**src/rtl/core/sudiv_pkg.sv**
```systemverilog
// Shared types and constants for the signed/unsigned integer divider.
// Used by the controller, the datapath and the top level; depends on nothing.

package sudiv_pkg;

	// Width of the operand and result ports.
	localparam int FIELD_W = 32;

	// Default arithmetic width of the divider.
	localparam int WIDTH_DEF = 32;

	// Operation codes on the op input.
	localparam logic OP_UNSIGNED = 1'b0;
	localparam logic OP_SIGNED   = 1'b1;

	typedef enum logic [1:0] {
		ST_IDLE,
		ST_DIV,
		ST_FIX
	} sudiv_state_t;

	// Commands from the controller to the datapath.
	typedef struct packed {
		logic load;
		logic step;
		logic finish;
	} sudiv_cmd_t;

endpackage

```
**src/rtl/core/sudiv_ctrl.sv**
```systemverilog
// Sequencer of the divider: accepts a beat, runs WIDTH quotient steps, then the sign fix-up.
// Depends on sudiv_pkg for the state type and the command struct.

module sudiv_ctrl import sudiv_pkg::*; #(
	parameter int WIDTH = WIDTH_DEF
) (
	input  logic       clk,
	input  logic       arst_n,
	input  logic       start,
	output logic       busy,
	output sudiv_cmd_t cmd
);

	localparam int CW = $clog2(WIDTH);

	sudiv_state_t state_q, state_d;
	logic [CW-1:0] cnt_q;
	logic          last_step;

	assign last_step = (cnt_q == CW'(WIDTH - 1));

	always_comb begin
		state_d = state_q;
		case (state_q)
			ST_IDLE: begin
				if (start) state_d = ST_DIV;
			end
			ST_DIV: begin
				if (last_step) state_d = ST_FIX;
			end
			ST_FIX: begin
				state_d = ST_IDLE;
			end
			default: begin
				state_d = ST_IDLE;
			end
		endcase
	end

	always_comb begin
		busy       = 1'b1;
		cmd.load   = 1'b0;
		cmd.step   = 1'b0;
		cmd.finish = 1'b0;
		case (state_q)
			ST_IDLE: begin
				busy     = 1'b0;
				cmd.load = start;
			end
			ST_DIV: begin
				cmd.step = 1'b1;
			end
			ST_FIX: begin
				cmd.finish = 1'b1;
			end
			default: begin
				busy = 1'b1;
			end
		endcase
	end

	always_ff @(posedge clk or negedge arst_n) begin
		if (!arst_n) begin
			state_q <= ST_IDLE;
			cnt_q   <= '0;
		end else begin
			state_q <= state_d;
			if (cmd.load) begin
				cnt_q <= '0;
			end else if (cmd.step) begin
				cnt_q <= cnt_q + 1'b1;
			end
		end
	end

endmodule

```
**src/rtl/core/sudiv_dpath.sv**
```systemverilog
// Datapath of the divider: operand magnitudes, restoring division step, sign fix-up
// and the result registers. Depends on sudiv_pkg for the command struct and widths.

module sudiv_dpath import sudiv_pkg::*; #(
	parameter int WIDTH = WIDTH_DEF
) (
	input  logic               clk,
	input  logic               arst_n,
	input  sudiv_cmd_t         cmd,
	input  logic               op,
	input  logic [FIELD_W-1:0] dividend,
	input  logic [FIELD_W-1:0] divisor,
	output logic               done,
	output logic [FIELD_W-1:0] quotient,
	output logic [FIELD_W-1:0] remainder,
	output logic               div_by_zero
);

	// Wide enough for both the ports and the arithmetic width.
	localparam int EW = (WIDTH > FIELD_W) ? WIDTH : FIELD_W;

	logic [EW-1:0]    n_ext, d_ext;
	logic [WIDTH-1:0] n_w, d_w, n_mag, d_mag;
	logic             neg_n, neg_d;

	logic [WIDTH-1:0] mag_d_q, rem_q, quo_q;
	logic             neg_quo_q, neg_rem_q, zero_q;

	logic [WIDTH:0]   shifted, diff;
	logic [WIDTH-1:0] quo_fix, rem_fix;
	logic [EW-1:0]    quo_ext, rem_ext;

	logic [FIELD_W-1:0] quotient_q, remainder_q;
	logic               dbz_q, done_q;

	assign n_ext = EW'(dividend);
	assign d_ext = EW'(divisor);
	assign n_w   = n_ext[WIDTH-1:0];
	assign d_w   = d_ext[WIDTH-1:0];

	assign neg_n = (op == OP_SIGNED) && n_w[WIDTH-1];
	assign neg_d = (op == OP_SIGNED) && d_w[WIDTH-1];
	assign n_mag = neg_n ? (-n_w) : n_w;
	assign d_mag = neg_d ? (-d_w) : d_w;

	// The partial remainder stays below the divisor, so the shifted value fits WIDTH+1 bits
	// and a non-negative difference fits WIDTH bits.
	assign shifted = {rem_q, quo_q[WIDTH-1]};
	assign diff    = shifted - {1'b0, mag_d_q};

	assign quo_fix = zero_q ? '0 : (neg_quo_q ? (-quo_q) : quo_q);
	assign rem_fix = zero_q ? '0 : (neg_rem_q ? (-rem_q) : rem_q);
	assign quo_ext = EW'(quo_fix);
	assign rem_ext = EW'(rem_fix);

	always_ff @(posedge clk) begin
		if (cmd.load) begin
			mag_d_q   <= d_mag;
			quo_q     <= n_mag;
			rem_q     <= '0;
			neg_quo_q <= neg_n ^ neg_d;
			neg_rem_q <= neg_n;
			zero_q    <= (d_w == '0);
		end else if (cmd.step) begin
			if (!diff[WIDTH]) begin
				rem_q <= diff[WIDTH-1:0];
			end else begin
				rem_q <= shifted[WIDTH-1:0];
			end
			quo_q <= {quo_q[WIDTH-2:0], ~diff[WIDTH]};
		end
		if (cmd.finish) begin
			quotient_q  <= quo_ext[FIELD_W-1:0];
			remainder_q <= rem_ext[FIELD_W-1:0];
			dbz_q       <= zero_q;
		end
	end

	always_ff @(posedge clk or negedge arst_n) begin
		if (!arst_n) begin
			done_q <= 1'b0;
		end else begin
			done_q <= cmd.finish;
		end
	end

	assign done        = done_q;
	assign quotient    = quotient_q;
	assign remainder   = remainder_q;
	assign div_by_zero = dbz_q;

endmodule

```
**src/rtl/core/signed_unsigned_int_divider_unit.sv**
```systemverilog
// Top level of the signed/unsigned integer divider.
// Instantiates sudiv_ctrl and sudiv_dpath; depends on sudiv_pkg.

// A beat is taken at a clock edge where start is high and busy is low, and the operand
// magnitudes are loaded at that same edge. One restoring-division step per quotient bit
// follows through a single subtractor, then the ST_FIX state moves the sign-fixed
// quotient and remainder into the result registers that drive the output ports.
// done is high for exactly one cycle with quotient, remainder and div_by_zero; the receiver
// cannot stall, so it must capture the beat then.
// busy drops in the cycle that done rises, so a new beat may be started at that point.

module signed_unsigned_int_divider_unit import sudiv_pkg::*; #(
	parameter int WIDTH = WIDTH_DEF
) (
	input  logic               clk,
	input  logic               arst_n,
	input  logic               start,
	output logic               busy,
	input  logic               op,
	input  logic [FIELD_W-1:0] dividend,
	input  logic [FIELD_W-1:0] divisor,
	output logic               done,
	output logic [FIELD_W-1:0] quotient,
	output logic [FIELD_W-1:0] remainder,
	output logic               div_by_zero
);

	sudiv_cmd_t cmd;

	sudiv_ctrl #(
		.WIDTH (WIDTH)
	) u_ctrl (
		.clk    (clk),
		.arst_n (arst_n),
		.start  (start),
		.busy   (busy),
		.cmd    (cmd)
	);

	sudiv_dpath #(
		.WIDTH (WIDTH)
	) u_dpath (
		.clk         (clk),
		.arst_n      (arst_n),
		.cmd         (cmd),
		.op          (op),
		.dividend    (dividend),
		.divisor     (divisor),
		.done        (done),
		.quotient    (quotient),
		.remainder   (remainder),
		.div_by_zero (div_by_zero)
	);

endmodule
```
**config.mk**
```make
export PLATFORM = sky130hd
export DESIGN_NAME = signed_unsigned_int_divider_unit
export DESIGN_NICKNAME = d
export VERILOG_FILES = /design/src/rtl/core/sudiv_pkg.sv /design/src/rtl/core/sudiv_ctrl.sv /design/src/rtl/core/sudiv_dpath.sv /design/src/rtl/core/signed_unsigned_int_divider_unit.sv
export SDC_FILE = /design/constraint.sdc
export NUM_CORES = 1
export LEC_CHECK = 0
export BUFFER_PORTS_ARGS = -buffer_cell sky130_fd_sc_hd__buf_2
export CAP_MARGIN = 20
export CORE_MARGIN = 3
export CORE_UTILIZATION = 50
export CTS_BUF_LIST = sky130_fd_sc_hd__clkbuf_16
export DETAILED_ROUTE_END_ITERATION = 16
export PLACE_DENSITY = 0.7
export SETUP_SLACK_MARGIN = 0.15
export SLEW_MARGIN = 10
export SYNTH_ARGS = -nofsm -noshare
export SYNTH_HDL_FRONTEND = slang
export SYNTH_HIERARCHICAL = 1
export SYNTH_SLANG_ARGS = --single-unit
```
**constraint.sdc**
```tcl
create_clock -name clk -period 4.3 [get_ports clk]
set_clock_uncertainty 0.05 [all_clocks]
set_input_delay 0.215 -clock clk [delete_from_list [all_inputs] [get_ports clk]]
set_output_delay 0.215 -clock clk [all_outputs]
set_load 0.02 [all_outputs]
```
# [Word-level counts from Yosys, hierarchy flattened]
# Index checks and enable logic that the tools add are counted.
[totals] reg_bits=172 inputBits=68 output_inout_bits=67
[op_classes] n_addsub=6 n_eq_ne=5 muxes=16 n_bitwise=2 reduce_logical=6
[op_table] operator="32-bit 2-to-1 mux" count=7
[op_table] operator="32-bit negation" count=4
[op_table] operator="33-bit by 32-bit subtractor with 33-bit output" count=1
[op_table] operator="32-bit zero test" count=1
[op_table] operator="5-bit 2-to-1 mux" count=2
[op_table] operator="5-bit by 1-bit adder with 5-bit output (second input constant)" count=1
[op_table] operator="5-bit == test (second input constant)" count=1
[op_table] operator="1-bit 2-to-1 mux" count=4
[op_table] operator="2-bit 2-to-1 mux" count=2
[op_table] operator="2-bit case mux with 2 select lines" count=1
[op_table] operator="2-bit by 1-bit == test with 1-bit output (second input constant)" count=1
[op_table] operator="2-bit == test (second input constant)" count=1
[op_table] operator="1-bit logical AND" count=2
[op_table] operator="2-bit zero test" count=1
[op_table] operator="2-bit by 1-bit inequality test with 1-bit output (second input constant)" count=1
[op_table] operator="2-bit inequality test (second input constant)" count=1
[op_table] operator="2-bit AND reduction" count=1
[op_table] operator="2-bit nonzero test" count=1
[op_table] operator="1-bit inverter" count=1
[op_table] operator="1-bit XOR" count=1

# [Depth between registers and ports, before layout]
# Gate-level depths: netlist (run 1).
[depth] depth_word=4 mapped_depth=13 ltp_nobuf=12

# [By module]
# Netlist (run 1), hierarchy kept.
[by_module_without_submodules] module="sudiv_dpath" n_inst=1 cells_per_inst=1110 area_per_inst_um2=10316.1 seq_area_each_um2=4629.4
[by_module_without_submodules] module="sudiv_ctrl" n_inst=1 cells_per_inst=31 area_per_inst_um2=352.8 seq_area_each_um2=175.2

# [Least setup slack after synthesis (run 1)]
# Ideal clock, no wire load.
[synth_path] kind="flip-flop to flip-flop" start="register u_ctrl.state_q[0]" end="register u_dpath.quo_q[0], enable pin" setup_time_ps=387 arrival_time_ps=3508 path_slack_ps=355 stages_incl_launch_ff=6 path_cell_list="dfrtp_1 > or2_2 > nor2_1 > clkbuf_1 > nor2_1 > inv_1"
[synth_lines] item="start, declared" line="sudiv_ctrl.sv:16" rtl="sudiv_state_t state_q, state_d;"
[synth_lines] item="start signal, assigned" line="sudiv_ctrl.sv:67" rtl="state_q <= state_d;"
[synth_lines] item="end signal, assigned" line="sudiv_dpath.sv:59" rtl="quo_q <= n_mag;"
[synth_lines] item="end signal, assigned" line="sudiv_dpath.sv:70" rtl="quo_q <= {quo_q[WIDTH-2:0], ~diff[WIDTH]};"
[synth_lines] item="end, declared" line="sudiv_dpath.sv:26" rtl="logic [WIDTH-1:0] mag_d_q, rem_q, quo_q;"

# [Worst setup path in the final report (run 1)]
[layout_path] start="register u_dpath.rem_q[6]" end="register u_dpath.remainder_q[29] (netlist: u_dpath/remainder[29]), data pin"
[layout_between] elab_chain_len=2
[layout_rtl] item="start, declared" line="sudiv_dpath.sv:26"
[layout_rtl] item="start signal, assigned" line="sudiv_dpath.sv:66" rtl="rem_q <= diff[WIDTH-1:0];"
[layout_rtl] item="start signal, assigned" line="sudiv_dpath.sv:68" rtl="rem_q <= shifted[WIDTH-1:0];"
[layout_rtl] item="32-bit negation" line="sudiv_dpath.sv:52" rtl="assign rem_fix = zero_q ? '0 : (neg_rem_q ? (-rem_q) : rem_q);"
[layout_rtl] item="32-bit 2-to-1 mux" line="sudiv_dpath.sv:52"
[layout_rtl] item="end signal, assigned" line="sudiv_dpath.sv:74" rtl="remainder_q <= rem_ext[FIELD_W-1:0];"
[layout_rtl] item="end, declared" line="sudiv_dpath.sv:33" rtl="logic [FIELD_W-1:0] quotient_q, remainder_q;"
# Every way passes these cells.
# A chain may end at the register's enable or synchronous reset.

==> metrics.md, run 1 <==
| Metric | Value |
|---|---|
| Outcome | `complete, no violations` |
| VDD IR max | `~0.00031 V` |
| Cell variety after synth | `61` |
| Final wirelength | `24340 microns` |
| CTS Hold Bufs | `1` |
| Syn nets | `1248` |
| First-pass GRT wire length | `~40000 microns` |
| Cell Area, Placed | `0.01158 sq mm` |
| Slew margin rel. | `35.68%` |
| Worst min path class | `in -> reg` |
| CTS-repair resized insts | `0` |
| Wire per inst | `15.85 microns` |
| Row cnt | `52` |
| Layout cells sized above 1 | `15.48%` |
| Flops & latches, synth | `172` |
| Htree depth | `4` |
| P_leak | `4.999 nW` |
| Power Dens Cells | `668.8 mW/mm^2` |
| Period utilization | `84.04%` |
| Synthesized cell area | `0.01067 sq mm` |
| # fillers | `1791` |
| CP Launch Type | `flop` |
| Final core utilization | `between 50 and 60%` |
| Mapped Cells | `roughly 1100` |
| RD Place Congestion | `approximately 0.86` |
| Routed wl met2 | `around 11000 microns` |
| 1st-pass router iterations | `5` |
| Die Height | `152.1 microns` |
| TritonCTS Buffers | `17` |
| Ant diodes | `0` |
| Total GRT Usage | `20.77%` |
| Post-Syn Area per Cell | `9.351 sq um` |
| Endpoints failing hold | `0` |
| Core area | `about 0.021 sq mm` |
| Final Cell Area | `0.01215 sq mm` |
| DRC | `0` |
| Total die area | `0.02313 sq mm` |
| Aggregate global routing overflow | `0` |
| Starting Density | `just over 50%` |
| Starting DRT DRC Count | `690` |
| Area growth from synthesis to layout | `13.86%` |
| Port bufs | `~130` |
| Met1 WL | `11870 microns` |
| Uppermost routed layer | `met4` |
| Fmax | `276.7 MHz` |
| ANT nets after route | `0` |
| Asr flop ratio synth | `around 4.7%` |
| Number of synthesized flops with an enable pin | `132` |
| Worst Path Max Fanout | `8` |
| Post-synth top area share | `a little under two fifths` |
| Clock Root Buffer | `clkbuf_16` |
| Yosys top cell by area | `edfxtp_1` |
| Detailed-route via count | `8586` |
| # nets final | `1362` |
| Post-synth top flop | `edfxtp_1` |
| Clk sinks | `~170` |
| Tightest Pin Transition | `a little under 1 ns` |
| TNS Setup | `0 ns` |
| Die Width | `approximately 150 microns` |
| Post-CTS Setup Inserts | `0` |
| Clock buffer depth | `2` |
| Final Power | `between 0.008 and 0.009 W` |
| Avg Vias per Cell | `roughly 5.6` |
| Ys Warns | `6` |
| WP data arrival | `3.71 ns` |
| Final instance count without filler cells | `1536` |
| Final setup fails | `0` |
| Crit path required time | `~4.4 ns` |
| Post-Place Cells | `1505` |
| Number of global-route vias before repair | `7856` |
| Largest net degree at the start of global routing | `83` |
| # IOs | `roughly 140` |
| Antenna violations before repair | `0` |
| Met3 wire length | `roughly 1700 microns` |
| Max-Cap Viols | `0` |
| Dominant cells by area after synthesis | `edfxtp_1 (37%), xor2_1 (8.2%), nor2_1 (6.0%)` |
| Clk Latency, worst-skew pair | `0.42 ns` |
| Register area share after synthesis | `45.03%` |
| CTS tree | `yes` |
| Fin crit period | `roughly 3.6 ns` |
| Worst-path clk slew | `around 0.060 ns` |
| Element type at the critical path end | `flop` |
| Critical path class | `reg -> reg` |
| Post-DP HPWL | `about 18000 microns` |
| Slew Viols, Final | `0` |
| RSZ-0062 raised after global routing | `no` |
==> cells by family (layout without fill, tap and decap cells) <==
group,after synthesis,after routing,synth area share [%]
simple gates,396,396,17.32
compound gates,271,271,16.00
flops,172,172,45.03
xor+xnor,148,148,12.15
buf+inv,102,227,3.624
fa+ha+maj,39,39,4.644
mux,13,13,1.231
==> cell type report <==
type	instances	area, sq um	share of cell area (%)
flip-flops and latches	172	4805	39.55
clock inverters	13	128.9	1.061
clock buffers	17	425.4	3.502
inverters	52	195.2	1.607
multi-input cells	867	5500	45.28
well taps	270	337.8	2.781
repair buffers	145	755.7	6.221
==> worst paths after layout <==
kind                                                     from                                  end  slack, ns  depth (start not counted)
worst max register to register  u_dpath/rem_q[6]$_SDFFE_PP0P_  u_dpath/remainder[29]$_SDFFCE_PP0P_       0.69                          9
worst max-delay path            u_dpath/rem_q[6]$_SDFFE_PP0P_  u_dpath/remainder[29]$_SDFFCE_PP0P_       0.69                          9
worst min register to register    u_ctrl/cnt_q[4]$_DFFE_PN0P_          u_ctrl/cnt_q[4]$_DFFE_PN0P_       0.47                          1
min in group asynchronous                              arst_n               u_dpath/done$_DFF_PN0_       0.11                          2
max in group asynchronous                              arst_n          u_ctrl/cnt_q[0]$_DFFE_PN0P_       3.92                          2
worst min-delay path                               divisor[0]         u_dpath/mag_d_q[0]$_DFFE_PP_       0.04                          1
==> synthesized netlist by cell type, drive strengths merged (8+ instances only) <==
cell / instances
a211oi: 9
a21o: 19
a21oi: 97
a311oi: 12
a31oi: 12
and3: 8
clkbuf: 46
dfrtp: 8
dfxtp: 32
edfxtp: 132
ha: 38
inv: 52
mux2i: 12
nand2: 91
nand2b: 13
nand3: 13
nor2: 171
nor2b: 9
nor3: 23
nor4: 14
o21ai: 54
o31ai: 25
o41ai: 12
or3: 12
or4: 11
xnor2: 48
xor2: 100
==> flip-flops by register name, indices dropped and copies added (netlist names), 2 cells and up <==
| name | flops |
|---|---|
| u_dpath/quo_q | 32 |
| u_dpath/quotient | 32 |
| u_dpath/remainder | 32 |
| u_ctrl/cnt_q | 5 |
| u_ctrl/state_q | 2 |
| u_dpath/mag_d_q | 32 |
| u_dpath/rem_q | 32 |
==> power breakdown <==
group | switching, W | internal (W) | leakage [nW]
sequential | 0.000603 | 0.00239 | 1.61
clock | 0.000626 | 0.000843 | 0.271
combinational | 0.00209 | 0.00157 | 3.12
total | 0.00332 | 0.00480 | 5.00
==> metrics by stage <==
stage / hold WS [ns] / worst slack [ns]
after floorplan: -0.1306 / 0.3550
after global placement: 0.01455 / 0.7317
after detailed placement: 0.02259 / 0.7132
after CTS: 0.01571 / 0.6978
after global routing: 0.02963 / 0.4957
final: 0.04002 / 0.6865
==> per-layer routing <==
layer / up-vias / global-route usage, %
li1: 4319 / -
met1: 3939 / 31.36
met2: 310 / 31.63
met3: 18 / 3.157
met4: 0 / 4.923
met5: - / 0
==> cells in the final DEF (no fill, tap or decap), types with 9 or more instances in the layout <==
master and count:
o31ai_1 24, nand2b_1 12, clkbuf_16 17, edfxtp_1 132, o41ai_1 11, a311oi_1 12, mux2i_1 12, dfxtp_1 32
nand3_1 13, xnor2_1 47, a31oi_1 12, or3_1 9, a21oi_1 97, nor4_1 14, nor3_1 23, nor2_1 170
o21ai_0 54, buf_4 10, a211oi_1 9, ha_1 38, inv_1 52, nor2b_1 9, nand2_1 91, buf_2 134
xor2_1 99, a21o_1 19
==> critical path: stages (launching register included) <==
cell and delay, ns:
dfxtp_1 0.39, or4_4 0.58, or4_4 0.44, or3_4 0.39
or3_4 0.35, or2_4 0.24, or4_4 0.44, o41ai_2 0.24
xor2_1 0.17, nor2_1 0.05
Power figures use the tool's default switching activity.
==> run 2, diff against run 1 <==
- PLACE_DENSITY: 0.7 -> 0.73
- clock period: 4.3 -> 3.2 ns (I/O delays scaled with it)
==> metrics.md, run 2 (synthesis gave the netlist of run 1 again) <==
| Metric | Value |
|---|---|
| Hold path start | `divisor[20]` |
| Number of global-route vias before repair | `8680 (+10%)` |
| Fin crit period | `3.457 ns (-0.1570 ns)` |
| Clock buffer depth | `2 (unchanged)` |
| Max-Cap Viols | `0 (unchanged)` |
| Commonest non-fill, non-tap cell in the layout | `nor2_1` |
| Post-route setup slack | `-0.2565 ns (-0.9430 ns)` |
| Element type at the critical path end | `flop` |
| Core area | `0.02062 sq mm (unchanged)` |
| Total GRT Usage | `22.41% (+1.6 points)` |
| Final Cell Area | `0.01376 sq mm (+13%)` |
| Largest net degree at the start of global routing | `66 (-20%)` |
| Post-Place Cells | `1581 (+5.0%)` |
| Slew margin rel. | `20.48% (-15 points)` |
| Clk Latency, worst-skew pair | `0.43 ns (about the same)` |
| CP max stage cell | `or4_4` |
| Crit path cell chain | `or4_4, or4_4, or3_4, or3_4, or2_4, or4_4, o41ai_4, xor2_1, nor2_1` |
| Die Height | `152.1 microns (unchanged)` |
| Cell mode on critical path | `or4_4` |
| Outcome | `complete, but fails checks` |
| Final Power | `0.01389 W (+71%)` |
| DRC | `0 (unchanged)` |
| VDD IR max | `0.0005855 V (+87%)` |
| Most frequent cells in the layout | `nor2_1 (164), buf_2 (134), edfxtp_1 (132)` |
| Worst-path clk slew | `0.07 ns (about the same)` |
| Clock Root Buffer | `clkbuf_16` |
| # nets final | `1472 (+8.1%)` |
| Worst hold path depth | `2 (+1)` |
| Final wirelength | `27870 microns (+14%)` |
| Starting Density | `51.73% (unchanged)` |
| Area growth from synthesis to layout | `28.96%` |
| WP data arrival | `3.57 ns (-0.14 ns)` |
| Detailed-route via count | `9360 (+9.0%)` |
| Avg Vias per Cell | `5.676 (+1.5%)` |
| Cell Area, Placed | `0.01220 sq mm (+5.3%)` |
| # IOs | `135 (unchanged)` |
| Fmax | `289.3 MHz (+4.5%)` |
| CTS tree | `yes` |
| R2r worst-path depth | `9 (unchanged)` |
| FF-to-FF setup slack | `-0.26 ns (-0.94 ns)` |
| First-pass GRT wire length | `42950 microns (+7.8%)` |
| CP Launch Point | `u_dpath/rem_q[9]$_SDFFE_PP0P_` |
| Htree depth | `4 (unchanged)` |
| Endpoints failing hold | `0 (unchanged)` |
| Final setup fails | `34 (+34)` |
| Final instance count without filler cells | `1649 (+7.4%)` |
| Wire per inst | `16.90 microns (+6.6%)` |
| Reg-to-reg startpoint | `u_dpath/rem_q[9]$_SDFFE_PP0P_` |
| TritonCTS Buffers | `17 (unchanged)` |
| Die Width | `152.1 microns (unchanged)` |
| Worst min path class | `in -> reg` |
| CP Launch Type | `flop` |
| Worst Path Max Fanout | `3 (-5)` |
| RSZ-0062 raised after global routing | `yes` |
| Layout cells sized above 1 | `27.21% (+12 points)` |
| Post-DP HPWL | `19010 microns (+4.7%)` |
| Clk sinks | `172 (unchanged)` |
| Row cnt | `52 (unchanged)` |
| Port bufs | `134 (unchanged)` |
| Starting DRT DRC Count | `826 (+20%)` |
| Power Dens Cells | `1010 mW/mm^2 (+51%)` |
| Tightest Pin Transition | `1.193 ns (+0.2279 ns)` |
| Crit path required time | `3.31 ns (-1.09 ns)` |
| Total die area | `0.02313 sq mm (unchanged)` |
| R2R Path End | `u_dpath/remainder[29]$_SDFFCE_PP0P_` |
| Max stage delay on crit path | `0.53 ns (-0.05 ns)` |
| Slew Viols, Final | `0 (unchanged)` |
| 1st-pass router iterations | `5 (unchanged)` |
| ANT nets after route | `0 (unchanged)` |
| Aggregate global routing overflow | `0 (unchanged)` |
| Critical path class | `reg -> reg` |
| P_leak | `5.773 nW (+15%)` |
| Period utilization | `108.0% (+24 points)` |
| # fillers | `1533 (-14%)` |
| Worst hold path endpoint | `u_dpath/mag_d_q[20]$_DFFE_PP_` |
| RD Place Congestion | `0.9063 (+5.3%)` |
| Antenna violations before repair | `1 (+1)` |
| Failing checks | `negative setup slack` |
-- run 2: changes by cell type in the layout (fill, tap and decap cells not counted), sizes merged --
cell         previous run  this run
buf                   144       243
clkinv                  7         8
clkinvlp                2         1
diode                   0         1
dlygate4sd3             1        11
inv                    54        56
xnor2                  48        49
-- run 2: through the flow --
stage / util [%] / hold WS [ns] / setup WS (ns) / setup TNS, ns
after floorplan: - / -0.1856 / -0.2557 / -0.5371
after global placement: 59.13 / -0.03946 / -0.2878 / -1.033
after detailed placement: 59.13 / -0.04110 / -0.3305 / -2.521
after CTS: 64.20 / 0.001146 / -0.2539 / -0.6996
after global routing: 66.71 / 0.003189 / -0.3413 / -8.096
final: 66.71 / 0.01682 / -0.2565 / -4.793
-- run 2: worst max-delay path, delay by kind of cell (launching register included) --
| family | cells | cell delay, ns |
|---|---|---|
| xor+xnor | 1 | 0.19 |
| compound gates | 1 | 0.23 |
| flops | 1 | 0.32 |
| simple gates | 7 | 2.41 |
-- run 2: power by group --
group / internal, W / leakage, nW / switching [W]
clock network: 0.00118 / 0.295 / 0.000927
logic: 0.00373 / 3.87 / 0.00424
registers: 0.00321 / 1.61 / 0.000599
total: 0.00812 / 5.77 / 0.00577
-- run 2: how the worst max path moves through the flow --
stage	endpoint	slack, ns
CTS	u_dpath/remainder[29]$_SDFFCE_PP0P_	-0.25
global placement	u_dpath/remainder[29]$_SDFFCE_PP0P_	-0.29
global route	u_dpath/remainder[29]$_SDFFCE_PP0P_	-0.34
floorplan	u_dpath/remainder[29]$_SDFFCE_PP0P_	-0.26
detailed placement	u_dpath/remainder[29]$_SDFFCE_PP0P_	-0.33
finish	u_dpath/remainder[29]$_SDFFCE_PP0P_	-0.26
-- run 2: metal layers --
| metal | vias to the layer above | global-route usage (%) | share of wire, % | wire [microns] |
|---|---|---|---|---|
| met5 | - | 0 | 0 | 0 |
| met4 | 0 | 6.122 | 1.7 | 474 |
| met3 | 45 | 4.096 | 8.0 | 2232 |
| met2 | 407 | 36.09 | 47 | 13190 |
| met1 | 4355 | 31.35 | 43 | 11970 |
| li1 | 4553 | - | - | - |
-- run 2: layout make-up --
type | count | area [sq um] | area share, %
Clock buffer | 17 | 425.4 | 3.092
Antenna cell | 1 | 2.502 | 0.01819
Tap cell | 270 | 337.8 | 2.455
Inverter | 52 | 195.2 | 1.419
Timing Repair Buffer | 254 | 1772 | 12.88
Multi-Input combinational cell | 868 | 6030 | 43.82
Sequential cell | 172 | 4808 | 34.95
Clock inverter | 15 | 187.7 | 1.364
-- run 2: what timing repair did --
action / in CTS / in global routing
buffers inserted: 9 / 9
hold endpoints to repair: 18 / 0
gates resized for setup: 41 / 99
cloned: 5 / 0
pin swaps: 15 / 51
setup endpoints to repair: 42 / 47
hold buffers: 11 / 0
